**src/hdl/dbss_pkg.sv**
```systemverilog
// Shared types and constants for the double-buffered snapshot store.
package dbss_pkg;

    localparam int INDEX_W = 16;
    localparam int VALUE_W = 32;
    localparam int OP_W    = 2;
    localparam int CFG_W   = 11;
    localparam int MARK_W  = 2;

    localparam logic [OP_W-1:0] OP_READ  = 2'd0;
    localparam logic [OP_W-1:0] OP_WRITE = 2'd1;
    localparam logic [OP_W-1:0] OP_CKPT  = 2'd2;

    localparam logic [MARK_W-1:0] MARK_NONE  = 2'd0;
    localparam logic [MARK_W-1:0] ACTIVE_ONE = 2'd1;
    localparam logic [MARK_W-1:0] ACTIVE_TWO = 2'd2;

    localparam logic [CFG_W-1:0] ENTRIES_RESET = 11'd1024;

    localparam logic [7:0]  FILL_BYTE = 8'h53;
    localparam logic [63:0] FILL_WORD = {8{FILL_BYTE}};

    typedef enum logic [2:0] {
        ST_CLEAR,
        ST_IDLE,
        ST_DIV,
        ST_FETCH,
        ST_MERGE,
        ST_WALK,
        ST_DONE
    } state_t;

endpackage

```
**src/hdl/dbss_mod.sv**
```systemverilog
// Iterative remainder unit that reduces an index modulo a divisor, one bit per cycle.
module dbss_mod #(
    parameter int NW = 11
) (
    input  logic                           clk,
    input  logic                           rst_n,
    input  logic                           start,
    input  logic [dbss_pkg::INDEX_W-1:0]   dividend,
    input  logic [NW-1:0]                  divisor,
    output logic                           done,
    output logic [NW-1:0]                  remainder
);

    localparam int DW = dbss_pkg::INDEX_W;
    localparam int CW = $clog2(DW);

    logic [DW-1:0] dvd_reg;
    logic [DW-1:0] dvd_next;
    logic [NW-1:0] div_reg;
    logic [NW-1:0] div_next;
    logic [NW-1:0] rem_reg;
    logic [NW-1:0] rem_next;
    logic [CW-1:0] cnt_reg;
    logic [CW-1:0] cnt_next;
    logic          busy_reg;
    logic          busy_next;
    logic [NW:0]   trial;
    logic [NW:0]   diff;

    assign trial = {rem_reg, dvd_reg[DW-1]};
    assign diff  = trial - {1'b0, div_reg};

    always_comb
    begin
        dvd_next  = dvd_reg;
        div_next  = div_reg;
        rem_next  = rem_reg;
        cnt_next  = cnt_reg;
        busy_next = busy_reg;
        if (start)
        begin
            dvd_next  = dividend;
            div_next  = divisor;
            rem_next  = '0;
            cnt_next  = CW'(DW - 1);
            busy_next = 1'b1;
        end
        else if (busy_reg)
        begin
            dvd_next = {dvd_reg[DW-2:0], 1'b0};
            if (trial >= {1'b0, div_reg})
            begin
                rem_next = diff[NW-1:0];
            end
            else
            begin
                rem_next = trial[NW-1:0];
            end
            cnt_next = cnt_reg - CW'(1);
            if (cnt_reg == '0)
            begin
                busy_next = 1'b0;
            end
        end
    end

    always_ff @(posedge clk or negedge rst_n)
    begin
        if (!rst_n)
        begin
            busy_reg <= 1'b0;
            cnt_reg  <= '0;
        end
        else
        begin
            busy_reg <= busy_next;
            cnt_reg  <= cnt_next;
        end
    end

    always_ff @(posedge clk)
    begin
        dvd_reg <= dvd_next;
        div_reg <= div_next;
        rem_reg <= rem_next;
    end

    assign done      = busy_reg && (cnt_reg == '0);
    assign remainder = rem_reg;

endmodule
```
**config.mk**
```make
export PLATFORM = sky130hd
export DESIGN_NAME = dbss_mod
export DESIGN_NICKNAME = d
export VERILOG_FILES = /design/src/hdl/dbss_pkg.sv /design/src/hdl/dbss_mod.sv
export SDC_FILE = /design/constraint.sdc
export NUM_CORES = 1
export LEC_CHECK = 0
export BUFFER_PORTS_ARGS = -buffer_cell sky130_fd_sc_hd__buf_4
export CAP_MARGIN = 20
export CORE_ASPECT_RATIO = 1.4
export CORE_UTILIZATION = 35
export CTS_CLUSTER_DIAMETER = 40
export CTS_CLUSTER_SIZE = 8
export DETAILED_ROUTE_END_ITERATION = 10
export PLACE_DENSITY = 0.57
export SYNTH_ARGS = -nofsm -noshare
export SYNTH_HDL_FRONTEND = slang
export SYNTH_SLANG_ARGS = --single-unit
```
**constraint.sdc**
```tcl
create_clock -name clk -period 2.56 [get_ports clk]
set_input_delay 0.256 -clock clk [delete_from_list [all_inputs] [get_ports clk]]
set_output_delay 0.256 -clock clk [all_outputs]
set_load 0.1 [all_outputs]
```
==> impl_metrics.toml, run 1 <==
[outcome]
status = "finished with violations"
violations = "design-rule violations"

[final_layout]
fin_area_sq_mm = 0.002894
final_common_cell = "buf_4"
area_growth_syn_to_layout_pct = 25.98
final_cells = 334
diodes = 0
drive_above_1_share = 0.3511
fin_nets = 304
largest_reg_flops = 16
final_cell_mix = "49 x buf_4, 27 x edfxtp_1, 18 x inv_1, 16 x mux2_2"

[critical_path]
r2r_end = "remainder[6]"
crit_family = "simple AND/OR/NAND/NOR gates"
cp_cell_sequence = "inv_1, ha_2, fa_2, and2b_1, o22ai_2, a211o_1, and2_4, or3b_1, a311oi_2"
ff2ff_setup_slack_ns = 0.06
endpoint_kind = "flip-flop"
crit_arrival_ns = 2.72
cp_slowest_stage_delay_ns = 0.39
worstPathRequired_ns = 2.77
critical_path_class = "reg -> reg"
path_max_fanout = 6
crit_buf_inv = 1
reg2reg_from = "dvd_reg[15]"
ff2ff_path_depth = 9
start_kind = "flip-flop"
crit_slowest_cell = "fa_2"

[logic_synthesis]
yosysSeqAreaShare = 0.5033
ys_ff_latch = 43
synth-edff-count = 27
netlist_instances = 209
synth_flop_cell = "edfxtp_1"
syn-num-nets = 252
synth_top_area_cell = "edfxtp_1"
synth_area_leaders = "edfxtp_1 35%, dfxtp_1 9.6%, mux2_2 7.8%"
syn-cell-area_sq_mm = 0.002297
avgSynthCellArea_sq_um = 10.99
synth.distinct_cells = 51
synth-async-reset-ratio = 0.1163
yosysTopAreaCellShare = 0.3529
synth_warnings = 0

[die]
die_h_um = 97.86
core_region_area_sq_mm = 0.006296
io-pin-count = 42
die_w_um = 70.47
rows = 34
die_area_sq_mm = 0.006896
initial_core_util = 0.3649

[global_route]
grt_pass1_vias = 1719
use_met1 = 0.1615
grt_antenna_before_repair = 0
globalRouteMet3Util = 0.03715
grt_pass1_wl_um = 8190
track_usage = 0.1566
grt_max_degree = 38
grtUsageMet2 = 0.2860
overflow = 0
grt_busiest_layer = "met2"

[flow_run]
maxCapViolCount = 0

[placement]
routabilityCongestion = 0.8238
dpl_worst_slack_ns = 0.04070
dp_hpwl_um = 3677
placed_area_sq_mm = 0.002756
placed_cells = 324
io_buffers = 41

[timing]
setup_viol_count_final = 0
max_slew.worst_pin.slew_ns = 0.4463
slew_headroom = 0.6993
timing.final.ws_setup_ns = 0.05559
max_clock_freq_mhz = 399.3
fin_crit_sh = 0.9783
period_needed_ns = 2.504
drv_slew = 0
skew_ns = 0.009267
hold_viol_final = 0
tns_ns = 0

[clock_tree]
clkSinkCount = 43
clkTransAtPathRegs_ns = 0.08
tritoncts = "yes"
htree_levels = 2
cts_buffer_depth = 2
cts_root_buffer = "clkbuf_8"
cts-buffers-inserted = 5
clk-insertion-delay-late_ns = 0.30

[drt]
wl_um = 4996
vias_per_cell = 5.156
num_vias = 1722
wl_per_cell_um = 14.96
final_antenna_net_count = 0
dr.first_iter.drc_count = 60
dr.pass1.iters = 7
drc = 5

[hold_path]
whs_endpoint = "div_reg[3]"
whs_path_depth = 1
holdCritPathClass = "in -> reg"
hold_path_startpoint = "divisor[3]"

[pwr]
ir_drop_v = 0.0003424
power.density_mw_per_mm2 = 1033
p_leak_nw = 1.260
synth_stat cells, drive strengths merged (2+ instances only):
cell type  count
nand2         15
ha            12
dfxtp         11
nand2b         5
nor2          13
a21oi         12
mux2i          2
and2           2
inv           19
nand4          2
a211oi         2
xnor2          5
a22o           2
nor2b          2
mux2          16
edfxtp        27
o21ai         15
buf            2
o21bai         2
clkbuf         3
dfrtp          5
nor3           4
a21o           2
o21a           3
and3           2
o22ai          2
how the worst max path moves through the flow:
stage	endpoint	slack, ns	cells past startpoint	from
finish	remainder[6]	0.06	9	dvd_reg[15]
global route	remainder[6]	-0.008	9	dvd_reg[15]
CTS	remainder[6]	0.03	9	dvd_reg[15]
detailed placement	remainder[6]	0.04	9	dvd_reg[15]
global placement	remainder[6]	0.07	9	dvd_reg[15]
floorplan	remainder[6]	0.01	9	remainder[0]
what timing repair did:
action	4_1_cts	5_1_grt
setup buffers	0	1
endpoints found under the setup margin	0	2
resized for setup	0	1
hold buffers	1	0
hold endpoints to repair	5	0
per-layer routing:
layer  routed length [um]  vias up  share of wire
li1                     -      862              -
met1                 2031      807           0.41
met2                 2625       41           0.53
met3                  207       12          0.041
met4                  131        0          0.026
met5                    0        -              0
power breakdown:
group	switching [mW]	internal [mW]	total (mW)	leakage [nW]
clock	0.233	0.316	0.549	0.0612
combinational	0.968	0.517	1.48	0.778
sequential	0.0899	0.866	0.956	0.421
total	1.29	1.70	2.99	1.26
per-stage QoR:
step	power (mW)	util	hold slack, ns
after floorplan	2.090	-	-0.03959
after global placement	2.439	0.4378	0.06294
after detailed placement	2.440	0.4378	0.06426
after CTS	3.006	0.4581	0.1056
after global routing	3.169	0.4597	0.1036
final	2.989	0.4597	0.1288
cell type report:
type | instances | area, sq um
tap | 72 | 90.09
timing repair buffer | 50 | 377.9
clock inverter | 2 | 35.03
multi-input combinational | 142 | 1066
inverter | 19 | 71.32
fill | 624 | 3402
clock buffer | 6 | 82.58
sequential | 43 | 1171
logic make-up (layout without fill, tap and decap cells):
group	Yosys count	count (layout)	share of synthesized area
AOI/OAI and AO/OA	51	51	0.1498
xor gates and xnor gates	6	6	0.02288
adders and majority gates	13	13	0.07407
buffers and inverters	24	77	0.04248
DFF	43	43	0.5033
muxes	18	18	0.08715
and+or+nand+nor	54	54	0.1204
Power figures use the tool's default switching activity.
==> inputs of run 2 (changes only) <==
--- a/config.mk
+++ b/config.mk
@@ -5,14 +5,14 @@
 export SDC_FILE = /design/constraint.sdc
 export NUM_CORES = 1
 export LEC_CHECK = 0
-export BUFFER_PORTS_ARGS = -buffer_cell sky130_fd_sc_hd__buf_4
 export CAP_MARGIN = 20
 export CORE_ASPECT_RATIO = 1.4
 export CORE_UTILIZATION = 35
 export CTS_CLUSTER_DIAMETER = 40
 export CTS_CLUSTER_SIZE = 8
 export DETAILED_ROUTE_END_ITERATION = 10
-export PLACE_DENSITY = 0.57
+export DONT_BUFFER_PORTS = 1
+export PLACE_DENSITY = 0.52
 export SYNTH_ARGS = -nofsm -noshare
 export SYNTH_HDL_FRONTEND = slang
 export SYNTH_SLANG_ARGS = --single-unit
==> impl_metrics.toml, run 2 (synthesized netlist as in run 1, its figures left out) <==
[timing]
skew_ns = 0.007198
max_clock_freq_mhz = 404.7
timing.final.ws_setup_ns = 0.08930
max_slew.worst_pin.slew_ns = 0.8730
hold_viol_final = 0
tns_ns = 0
slew_headroom = 0.4158
period_needed_ns = 2.471
setup_viol_count_final = 0
rsz0062_at_grt = "false"
fin_crit_sh = 0.9651
hold_slack_ns = 0.01426
drv_slew = 0

[die]
core_region_area_sq_mm = 0.006296
die_area_sq_mm = 0.006896
die_h_um = 97.86
io-pin-count = 42
die_w_um = 70.47
rows = 34
initial_core_util = 0.3649

[placement]
io_buffers = 0
routabilityCongestion = 0.8811
placed_area_sq_mm = 0.002546
dp_hpwl_um = 3731
dpl_worst_slack_ns = 0.06418

[global_route]
grt_pass1_wl_um = 8066
grt_max_degree = 38
track_usage = 0.1550
grt_antenna_before_repair = 0
overflow = 0
grt_pass1_vias = 1671

[hold_path]
whs_path_depth = 1
holdCritPathClass = "in -> reg"

[drt]
dr.pass1.iters = 4
num_vias = 1623
dr.first_iter.drc_count = 66
wl_per_cell_um = 16.28
drc = 0
vias_per_cell = 5.321
wl_um = 4966
final_antenna_net_count = 0

[final_layout]
area_growth_syn_to_layout_pct = 14.98
largest_reg_flops = 16
final_common_cell = "edfxtp_1"
diodes = 0
drive_above_1_share = 0.2618
fin_area_sq_mm = 0.002641
fin_nets = 275
final_cell_mix = "27 x edfxtp_1, 20 x buf_4, 18 x inv_1, 16 x mux2_2"

[critical_path]
path_max_fanout = 5
crit_arrival_ns = 2.66
ff2ff_path_depth = 10
critical_path_class = "reg -> reg"
worstPathRequired_ns = 2.75
endpoint_kind = "flip-flop"
start_kind = "flip-flop"

[clock_tree]
cts_root_buffer = "clkbuf_8"
clk-insertion-delay-late_ns = 0.29
htree_levels = 2
cts_buffer_depth = 2
cts-buffers-inserted = 5
clkTransAtPathRegs_ns = 0.08
clkSinkCount = 43
tritoncts = "yes"

[flow_run]
maxCapViolCount = 0

[outcome]
status = "complete, no violations"

[pwr]
ir_drop_v = 0.0003287
p_leak_nw = 1.099
power.density_mw_per_mm2 = 1075
total_power_mw = 2.841
-- run 2: cell types whose count changed in the layout (fill, tap and decap cells not counted), sizes merged --
cell	change
clkinv	+1
buf	-29
bufinv	-1
-- run 2: layout make-up --
class | count | area (sq um)
sequential | 43 | 1171
multi-input combinational | 142 | 1069
clock inverter | 2 | 7.507
fill | 612 | 3655
tap | 72 | 90.09
clock buffer | 6 | 72.57
inverter | 19 | 71.32
timing repair buffer | 21 | 160.2
-- run 2: path summary, 6_finish.rpt --
path | from | end | slack [ns]
min in group asynchronous | rst_n | cnt_reg[2] | 0.25
max | dvd_reg[15] | remainder[3] | 0.09
max in group asynchronous | rst_n | busy_reg | 2.11
max reg2reg | dvd_reg[15] | remainder[3] | 0.09
min | start | remainder[6] | 0.01
min reg2reg | remainder[0] | remainder[0] | 0.52
-- run 2: per-layer routing --
| layer | track usage | vias up | routed length [um] |
|---|---|---|---|
| met5 | 0 | - | 0 |
| met4 | 0.08006 | 0 | 155 |
| met3 | 0.04025 | 12 | 253 |
| met2 | 0.2853 | 40 | 2591 |
| met1 | 0.1587 | 768 | 1966 |
| li1 | - | 803 | - |
-- run 2: per-stage QoR --
stage                     cells    util
after floorplan             209       -
after global placement      296  0.4044
after detailed placement    296  0.4044
after CTS                   305  0.4187
after global routing        305  0.4195
final                       305  0.4195
-- run 2: worst max-delay path, cell delays in order, from the launching register on --
cell and delay (ns):
edfxtp_1 0.35, inv_1 0.05, ha_2 0.19, fa_2 0.39
and2b_1 0.23, o22ai_2 0.09, a211o_1 0.30, buf_4 0.16
nand2_1 0.08, mux2_2 0.33, a22o_1 0.19
-- run 2: where the power goes --
| group | internal (mW) | switching [mW] |
|---|---|---|
| sequential | 0.864 | 0.0542 |
| combinational | 0.502 | 1.01 |
| clock | 0.186 | 0.228 |
| total | 1.55 | 1.29 |
-- run 2: what timing repair did --
item / CTS / global route
hold buffers: 1 / 0
endpoints found under the setup margin: 0 / 4
buffers inserted: 0 / 0
endpoints found under the hold margin: 5 / 0
gates resized for setup: 0 / 3
==> inputs of run 3 (changes only) <==
--- a/config.mk
+++ b/config.mk
@@ -5,6 +5,7 @@
 export SDC_FILE = /design/constraint.sdc
 export NUM_CORES = 1
 export LEC_CHECK = 0
+export ABC_AREA = 1
 export CAP_MARGIN = 20
 export CORE_ASPECT_RATIO = 1.4
 export CORE_UTILIZATION = 35
==> impl_metrics.toml, run 3 <==
[critical_path]
ff2ff_setup_slack_ns = 0.30
critical_path_class = "reg -> reg"
crit_arrival_ns = 2.43
endpoint_kind = "flip-flop"
worstPathRequired_ns = 2.73
path_max_fanout = 12
r2r_end = "remainder[1]"
reg2reg_from = "dvd_reg[15]"
ff2ff_path_depth = 13
start_kind = "flip-flop"

[global_route]
overflow = 0
grt_pass1_vias = 2040
grt_pass1_wl_um = 9301
grt_antenna_before_repair = 0
track_usage = 0.1628
grt_max_degree = 34

[logic_synthesis]
syn-cell-area_sq_mm = 0.002532
yosysMostFrequentCell = "nand2_1"
syn-num-nets = 368
synth_top_area_cell = "edfxtp_1"
avgSynthCellArea_sq_um = 7.792
yosysTopAreaCellShare = 0.3202
synth-edff-count = 27
synth_warnings = 0
synth_flop_cell = "edfxtp_1"
synthTopCellsByCount = "116 x nand2_1, 57 x inv_1, 27 x edfxtp_1"
synth_area_leaders = "edfxtp_1 32%, nand2_1 17%, dfxtp_1 8.7%"
synth-async-reset-ratio = 0.1163
yosysSeqAreaShare = 0.4565
synth.distinct_cells = 25
ys_ff_latch = 43
netlist_instances = 325

[final_layout]
drive_above_1_share = 0.1235
utilization = 0.4022
fin_nets = 382
area_growth_syn_to_layout_pct = 10.87
diodes = 0
nFillCells = 760
largest_reg_flops = 16
final_cell_mix = "116 x nand2_1, 57 x inv_1, 27 x edfxtp_1, 21 x nand3_1, 15 x buf_4"
final_common_cell = "nand2_1"

[drt]
dr.first_iter.drc_count = 132
num_vias = 2028
vias_per_cell = 4.662
wl_um = 5422
final_antenna_net_count = 0
drc = 0
dr.pass1.iters = 4
wl_per_cell_um = 12.46

[die]
initial_core_util = 0.3627
rows = 36
io-pin-count = 42
die_w_um = 73.89
die_h_um = 102.6
core_region_area_sq_mm = 0.006982
die_area_sq_mm = 0.007584

[flow_run]
maxCapViolCount = 0

[hold_path]
whs_path_depth = 0
whs_endpoint = "div_reg[1]"
holdCritPathClass = "in -> reg"
hold_path_startpoint = "divisor[1]"

[timing]
max_slew.worst_pin.slew_ns = 0.8125
period_needed_ns = 2.265
drv_slew = 0
max_clock_freq_mhz = 441.6
setup_viol_count_final = 0
slew_headroom = 0.4578
rsz0062_at_grt = "false"
hold_viol_final = 0
tns_ns = 0
fin_crit_sh = 0.8846
skew_ns = 0.009907

[clock_tree]
htree_levels = 2
clkSinkCount = 43
cts_resized = 0
cts_buffer_depth = 2
clkTransAtPathRegs_ns = 0.09
tritoncts = "yes"
postCtsSetupBuffers = 0
cts_root_buffer = "clkbuf_8"
clk-insertion-delay-late_ns = 0.30
cts-buffers-inserted = 5

[placement]
dp_hpwl_um = 4090
io_buffers = 0
routabilityCongestion = 0.8555

[pwr]
p_leak_nw = 1.433
ir_drop_v = 0.0003677
power.density_mw_per_mm2 = 1016

[outcome]
status = "complete, no violations"
run 3: cell count changes after synthesis, sizes merged, moves of 5 or more:
cell	change
a21oi	-6
buf	+5
inv	+40
mux2	-16
nand2	+108
nand2b	-5
nand3	+27
nand4	+12
o21ai	-7
xnor2	-5
run 3: final cells by class:
class / instances / area, sq um / area share
Clock buffer: 7 / 86.33 / 0.03075
Clock inverter: 1 / 5.005 / 0.001783
Inverter: 59 / 221.5 / 0.07888
Multi-Input combinational cell: 214 / 1097 / 0.3908
Sequential cell: 43 / 1156 / 0.4118
Tap cell: 95 / 118.9 / 0.04234
Timing Repair Buffer: 16 / 122.6 / 0.04367
run 3: how the worst max path moves through the flow:
| stage | start | end | depth (start not counted) |
|---|---|---|---|
| final | dvd_reg[15] | remainder[1] | 13 |
| after global routing | dvd_reg[15] | remainder[1] | 13 |
| after CTS | dvd_reg[15] | remainder[1] | 13 |
| after detailed placement | dvd_reg[15] | remainder[1] | 13 |
| after global placement | dvd_reg[15] | remainder[1] | 13 |
| after floorplan | remainder[0] | remainder[0] | 13 |
run 3: cells by family after synthesis:
family                     after synthesis  share of synthesized area
AOI/OAI and AO/OA                       15                    0.03212
xor gates and xnor gates                 3                    0.01038
adders and majority gates               13                    0.06719
buffers and inverters                   68                     0.1112
DFF                                     43                     0.4565
and+or+nand+nor                        183                     0.3226
run 3: layer usage:
| metal | vias up | wire (um) | global-route usage | part of all wire |
|---|---|---|---|---|
| met3 | 6 | 191 | 0.03519 | 0.035 |
| met4 | 0 | 85 | 0.06213 | 0.016 |
| met2 | 32 | 2889 | 0.2964 | 0.53 |
| met1 | 941 | 2255 | 0.1830 | 0.42 |
| met5 | - | 0 | 0 | 0 |
| li1 | 1049 | - | - | - |
run 3: stage by stage:
stage	area (sq um)	power [mW]	worst slack, ns	hold slack (ns)	std cells
after floorplan	2532	2.158	0.02004	-0.03959	325
after detailed placement	2706	2.416	0.3115	-0.03950	426
after CTS	2808	2.885	0.2924	0.03015	435
final	2808	2.852	0.2955	0.04237	435
after global placement	2706	2.407	0.3876	-0.03949	426
after global routing	2808	3.068	0.1011	0.02480	435
run 3: repair_timing:
action / 4_1_cts / 5_1_grt
hold endpoints to repair: 5 / 0
hold buffers: 1 / 0
setup endpoints to repair: 0 / 0
run 3: report_power, final:
part           leakage [nW]  switching (mW)  internal [mW]
clock network        0.0482           0.235          0.218
registers             0.423          0.0469          0.844
logic                 0.961            1.08          0.431
run 3: worst max-delay path, cell delays in order (launching register included):
cell and delay [ns]:
edfxtp_1 0.34, inv_1 0.05, ha_1 0.22, fa_1 0.41, inv_1 0.12, nand2_2 0.06
nand2_2 0.07, nand2_2 0.06, nand2_1 0.07, nand2_2 0.17, nand3_2 0.32, nand2_1 0.09
nand3_1 0.08, o21ai_0 0.07
